$ cat config.mk
export PLATFORM = sky130hd
export DESIGN_NAME = csr_front
export DESIGN_NICKNAME = d
export VERILOG_FILES = /design/src/rtl/csr_pkg.sv /design/src/rtl/csr_front.sv
export SDC_FILE = /design/constraint.sdc
export NUM_CORES = 1
export LEC_CHECK = 0
export ABC_AREA = 1
export BUFFER_PORTS_ARGS = -buffer_cell sky130_fd_sc_hd__buf_2
export CORE_AREA = 3 3 364 366
export CTS_BUF_LIST = sky130_fd_sc_hd__clkbuf_4 sky130_fd_sc_hd__clkbuf_8 sky130_fd_sc_hd__clkbuf_16
export CTS_CLUSTER_DIAMETER = 100
export DETAILED_ROUTE_END_ITERATION = 10
export DIE_AREA = 0 0 367 369
export PLACE_DENSITY = 0.36
export SYNTH_ARGS = -nofsm -noshare
export SYNTH_HDL_FRONTEND = slang
export SYNTH_SLANG_ARGS = --single-unit
$ cat constraint.sdc
create_clock -name clk -period 40.6 [get_ports clk]
set_clock_uncertainty 0.1 [all_clocks]
set_input_delay 6.09 -clock clk [delete_from_list [all_inputs] [get_ports clk]]
set_output_delay 6.09 -clock clk [all_outputs]
set_load 0.01 [all_outputs]
$ cat src/rtl/csr_pkg.sv
package csr_pkg;

  localparam int unsigned MaxBytes = 65536;
  localparam int unsigned AddrW = $clog2(MaxBytes);
  localparam int unsigned LenW = $clog2(MaxBytes + 1);

  localparam logic [63:0] FnvBasis = 64'hcbf29ce484222325;
  localparam logic [63:0] FnvPrime = 64'h00000100000001b3;

  typedef enum logic [2:0] {
    KIND_BEGIN  = 3'd0,
    KIND_CHUNK  = 3'd1,
    KIND_COMMIT = 3'd2,
    KIND_SETHST = 3'd3,
    KIND_READ   = 3'd4
  } kind_t;

  typedef enum logic [2:0] {
    ST_ACCEPTED = 3'd0,
    ST_STALE    = 3'd1,
    ST_REJECTED = 3'd2,
    ST_RESET    = 3'd3,
    ST_STAGED   = 3'd4,
    ST_HOSTCHG  = 3'd5
  } status_t;

  // One request as it crosses from the front part to the back part.
  typedef struct packed {
    logic [2:0]  kind;
    logic        src_ok;
    logic [63:0] source_actor;
    logic [63:0] link_nonce;
    logic [31:0] epoch;
    logic [63:0] session_rev;
    logic [63:0] snap_rev;
    logic [31:0] xfer_id;
    logic [31:0] total_len;
    logic [31:0] position;
    logic [63:0] digest;
    logic [7:0]  data_byte;
  } req_t;

  typedef struct packed {
    logic [2:0]      status;
    logic            read_pending;
  } rsp_t;

endpackage

$ cat src/rtl/csr_front.sv
// Source check: holds host identity, tags each request with src_ok.
module csr_front import csr_pkg::*; (
  input  logic        clk,
  input  logic        rst,
  input  logic        in_valid,
  output logic        in_stall,
  input  logic [2:0]  kind,
  input  logic [63:0] source_actor,
  input  logic [63:0] link_nonce,
  input  logic [31:0] epoch,
  input  logic [63:0] session_rev,
  input  logic [63:0] snap_rev,
  input  logic [31:0] xfer_id,
  input  logic [31:0] total_len,
  input  logic [31:0] position,
  input  logic [63:0] digest,
  input  logic [7:0]  data_byte,
  output logic        q_valid,
  output req_t        q_req,
  input  logic        q_stall
);

  logic [63:0] host_expected;
  logic [63:0] host_latched;
  logic [63:0] host_expected_next;
  logic [63:0] host_latched_next;
  logic        src_ok;
  logic [63:0] host;
  logic        take;

  assign in_stall = q_valid && q_stall;
  assign take = in_valid && !in_stall;

  always_comb begin
    host_expected_next = host_expected;
    host_latched_next = host_latched;
    src_ok = 1'b0;
    host = (host_expected != 64'd0) ? host_expected : host_latched;
    if (kind <= KIND_COMMIT) begin
      if (kind == KIND_BEGIN && host_expected == 64'd0 && host_latched == 64'd0) begin
        // A sane first begin latches its source, which then trivially matches.
        if (source_actor != 64'd0 && link_nonce != 64'd0) begin
          src_ok = 1'b1;
          host_latched_next = source_actor;
        end
      end else begin
        src_ok = source_actor != 64'd0 && host != 64'd0 && host == source_actor;
      end
    end else if (kind == KIND_SETHST && source_actor != 64'd0) begin
      // For set-host, src_ok low marks a change away from the latched host.
      src_ok = host_latched == 64'd0 || host_latched == source_actor;
      host_expected_next = source_actor;
      if (host_latched == 64'd0 || host_latched != source_actor)
        host_latched_next = source_actor;
    end
  end

  always_ff @(posedge clk) begin
    if (rst) begin
      host_expected <= '0;
      host_latched <= '0;
      q_valid <= 1'b0;
    end else begin
      if (take) begin
        host_expected <= host_expected_next;
        host_latched <= host_latched_next;
        q_valid <= 1'b1;
      end else if (!q_stall) begin
        q_valid <= 1'b0;
      end
    end
  end

  always_ff @(posedge clk) begin
    if (take) begin
      q_req.kind <= kind;
      q_req.src_ok <= src_ok;
      q_req.source_actor <= source_actor;
      q_req.link_nonce <= link_nonce;
      q_req.epoch <= epoch;
      q_req.session_rev <= session_rev;
      q_req.snap_rev <= snap_rev;
      q_req.xfer_id <= xfer_id;
      q_req.total_len <= total_len;
      q_req.position <= position;
      q_req.digest <= digest;
      q_req.data_byte <= data_byte;
    end
  end

endmodule

==> flow_summary.toml <==
[synth]
postSynthAreaPerCell_um2 = 12.19
ys_seq_area_frac = 0.7439
synthCells = 1808
synth_edf_count = 460
synthesis.area_mm2 = 0.02204
synthTopCellsByArea = "edfxtp_1 (63%), dfxtp_1 (12%), nand2_1 (5.2%), nand3_1 (4.9%), a21oi_1 (3.2%)"
synth_ff_type = "edfxtp_1"
ys_ff_latch = 589
async_flop_share = 0
yosys.area.top_type = "edfxtp_1"
yosys_warnings = 0
netlist-cell-type-count = 26
syn-num-nets = 2271
yosysTopAreaCellShare = 0.6267

[clocking]
htreeDepth = 3
ctsHoldBuffers = 0
clockBufferDepth = 3
path_clk_slew_ns = 0.06
cts_buffers = 82
clk_latency_ns = 0.68
tritoncts = "done"
clockRootBuffer = "clkbuf_16"
clock_sinks = 589
post-cts-setup-buffers = 0
cts.repair.resized = 0

[layout]
drive_gt1_frac = 0.3846
nNetsFinal = 3232
final_cells = 4616
fin_area_mm2 = 0.03151
area_growth_syn_to_layout_pct = 42.95
final_util = 0.2433

[placed_design]
io_buffers = 924
place_congestion = 0.8510
placed_area_mm2 = 0.02864
dp_hpwl_um = 105300
dp.cells = 4427
dp_slack_ns = 27.88

[critical_path]
critPathTopFamily = "buffers and inverters"
cp_slowest_cell = "buf_2"
critPathKind = "in -> out"
crit_path_end_kind = "primary output"
cp.arrival_ns = 6.53
max_stage_delay_ns = 0.16
required_ns = 34.41
worstPathCellList = "buf_2 > nand2_1 > inv_1 > buf_2"
critPathMaxFanout = 3
timing.rr.start = "host_expected[5]"
crit_top_cell = "buf_2"
startpoint = "q_stall"
start_kind = "input pin"
critPathBufInv = 3

[sta]
finalCritPeriodShare = 0.3132
hold_viol_final = 0
tightest_slew_ns = 1.148
holdWs_ns = 0.3826
setup_viol = 0
rsz0062_at_grt = "false"
slew_violations = 0
max-slew-margin-rel = 0.2349
setup_tns_ns = 0
layout_min_cycle_time_ns = 12.72
setup_slack_ns = 27.88
fmax_mhz = 78.63

[pwr]
vdd_ir_drop_max_uv = 24.58
p_sw_frac = 0.2643
p_leak_nw = 12.92
internal-power_mw = 1.175
pwr-share-comb = 0.098
total_power_mw = 1.598
p_per_area_mw_per_mm2 = 50.71
p_sw_uw = 422.3
pwr-share-seq = 0.438
p_clk_frac = 0.465

[routing]
vias = 17990
initialDrtViolationCount = 1251
wl_um = 129000
ant_nets = 0
wl_per_cell_um = 27.95
drc_errors = 0
first_pass_iters = 5
viasPerCell = 3.897

[floorplan]
dieArea_mm2 = 0.1354
start_util = 0.1702
die_w_um = 367
die_h_um = 369
pin_count = 925
core_mm2 = 0.1295
core.rowCount = 132

[hold_path]
min_path_type = "reg -> reg"
hp-start = "q_valid"

[grt]
grtUsageTotal = 0.1838
grt_max_degree = 73
grt_pass1_wl_um = 166100
grt.overflow.total = 0
antenna_found_initial = 98
grt_pass1_vias = 17570

[flow_run]
drv_cap = 0

[outcome]
run_status = "completed"
[power by group through the flow]
stage	Sequential (mW)	Clock [mW]	Combinational, mW
6_report	0.699	0.742	0.156
4_1_cts	0.700	0.773	0.161
3_3_place_gp	0.712	0	0.161
5_1_grt	0.702	0.795	0.169
2_1_floorplan	0.743	0	0.0455
3_5_place_dp	0.712	0	0.161
[per-layer routing]
layer | global-route usage | wire length, µm
met3 | 0.1249 | 19110
met1 | 0.2034 | 48480
met5 | 0 | 424
met2 | 0.2908 | 58450
met4 | 0.04010 | 2573
[logic make-up after synthesis]
kind of cell / Yosys count / share of synthesized area
buffers and inverters: 213 / 0.04104
flip-flops: 589 / 0.7439
AND/OR/NAND/NOR: 746 / 0.1471
AO/OA/AOI/OAI: 208 / 0.04723
XOR/XNOR: 52 / 0.02066
[path summary, 6_finish.rpt]
| kind | end | slack [ns] | cells after the start |
|---|---|---|---|
| setup / recovery | in_stall | 27.88 | 4 |
| hold / removal | q_valid | 0.38 | 2 |
| setup reg to reg | host_latched[26] | 35.53 | 13 |
| hold reg to reg | q_valid | 0.38 | 2 |
[cells in the mapped netlist, types with 6 or more instances]
library cell,number
xnor2_1,45
o21ai_0,67
nand4_1,30
buf_6,6
buf_2,36
nor2_1,164
edfxtp_1,460
nand2_1,303
nor4_1,20
nand3_1,215
a21oi_1,140
clkbuf_1,16
dfxtp_1,129
xor2_1,7
inv_1,150
[area by class of cell]
cell class,instances,area (µm²)
flip-flops and latches,589,16400
fillers,14150,97980
diodes,40,100.1
clock buffers,104,2241
repair buffers,937,4725
clock inverters,45,521.8
multi-input cells,1006,4770
well taps,1742,2180
inverters,153,574.3
[worst reg2reg max path: cells and delay by family, from the launching register on]
kind,cells,cell delay (ns)
AOI/OAI and AO/OA,1,0.16
buffers and inverters,1,0.09
DFF,1,0.32
and+or+nand+nor,11,4.30
[flip-flops by register name, summed over array words and instances (netlist names)]
name,cells
q_req,460
host_latched,64
q_valid,1
host_expected,64
[cells in the final DEF, fill, tap and decap left out, types with 3 or more instances in the layout]
cell type,instances
xnor2_1,45
a21oi_1,140
nand4_1,30
nor3_1,4
clkinv_2,16
bufinv_16,7
buf_2,923
edfxtp_1,460
diode_2,40
nor2_1,163
xor2_1,7
clkinv_4,3
or2_0,3
clkbuf_4,20
inv_1,150
clkinvlp_4,5
nand2_1,303
clkbuf_16,83
dfxtp_1,129
buf_4,14
clkinv_1,7
nand3_1,214
o21ai_0,67
nor4_1,20
Power figures use the tool's default switching activity.
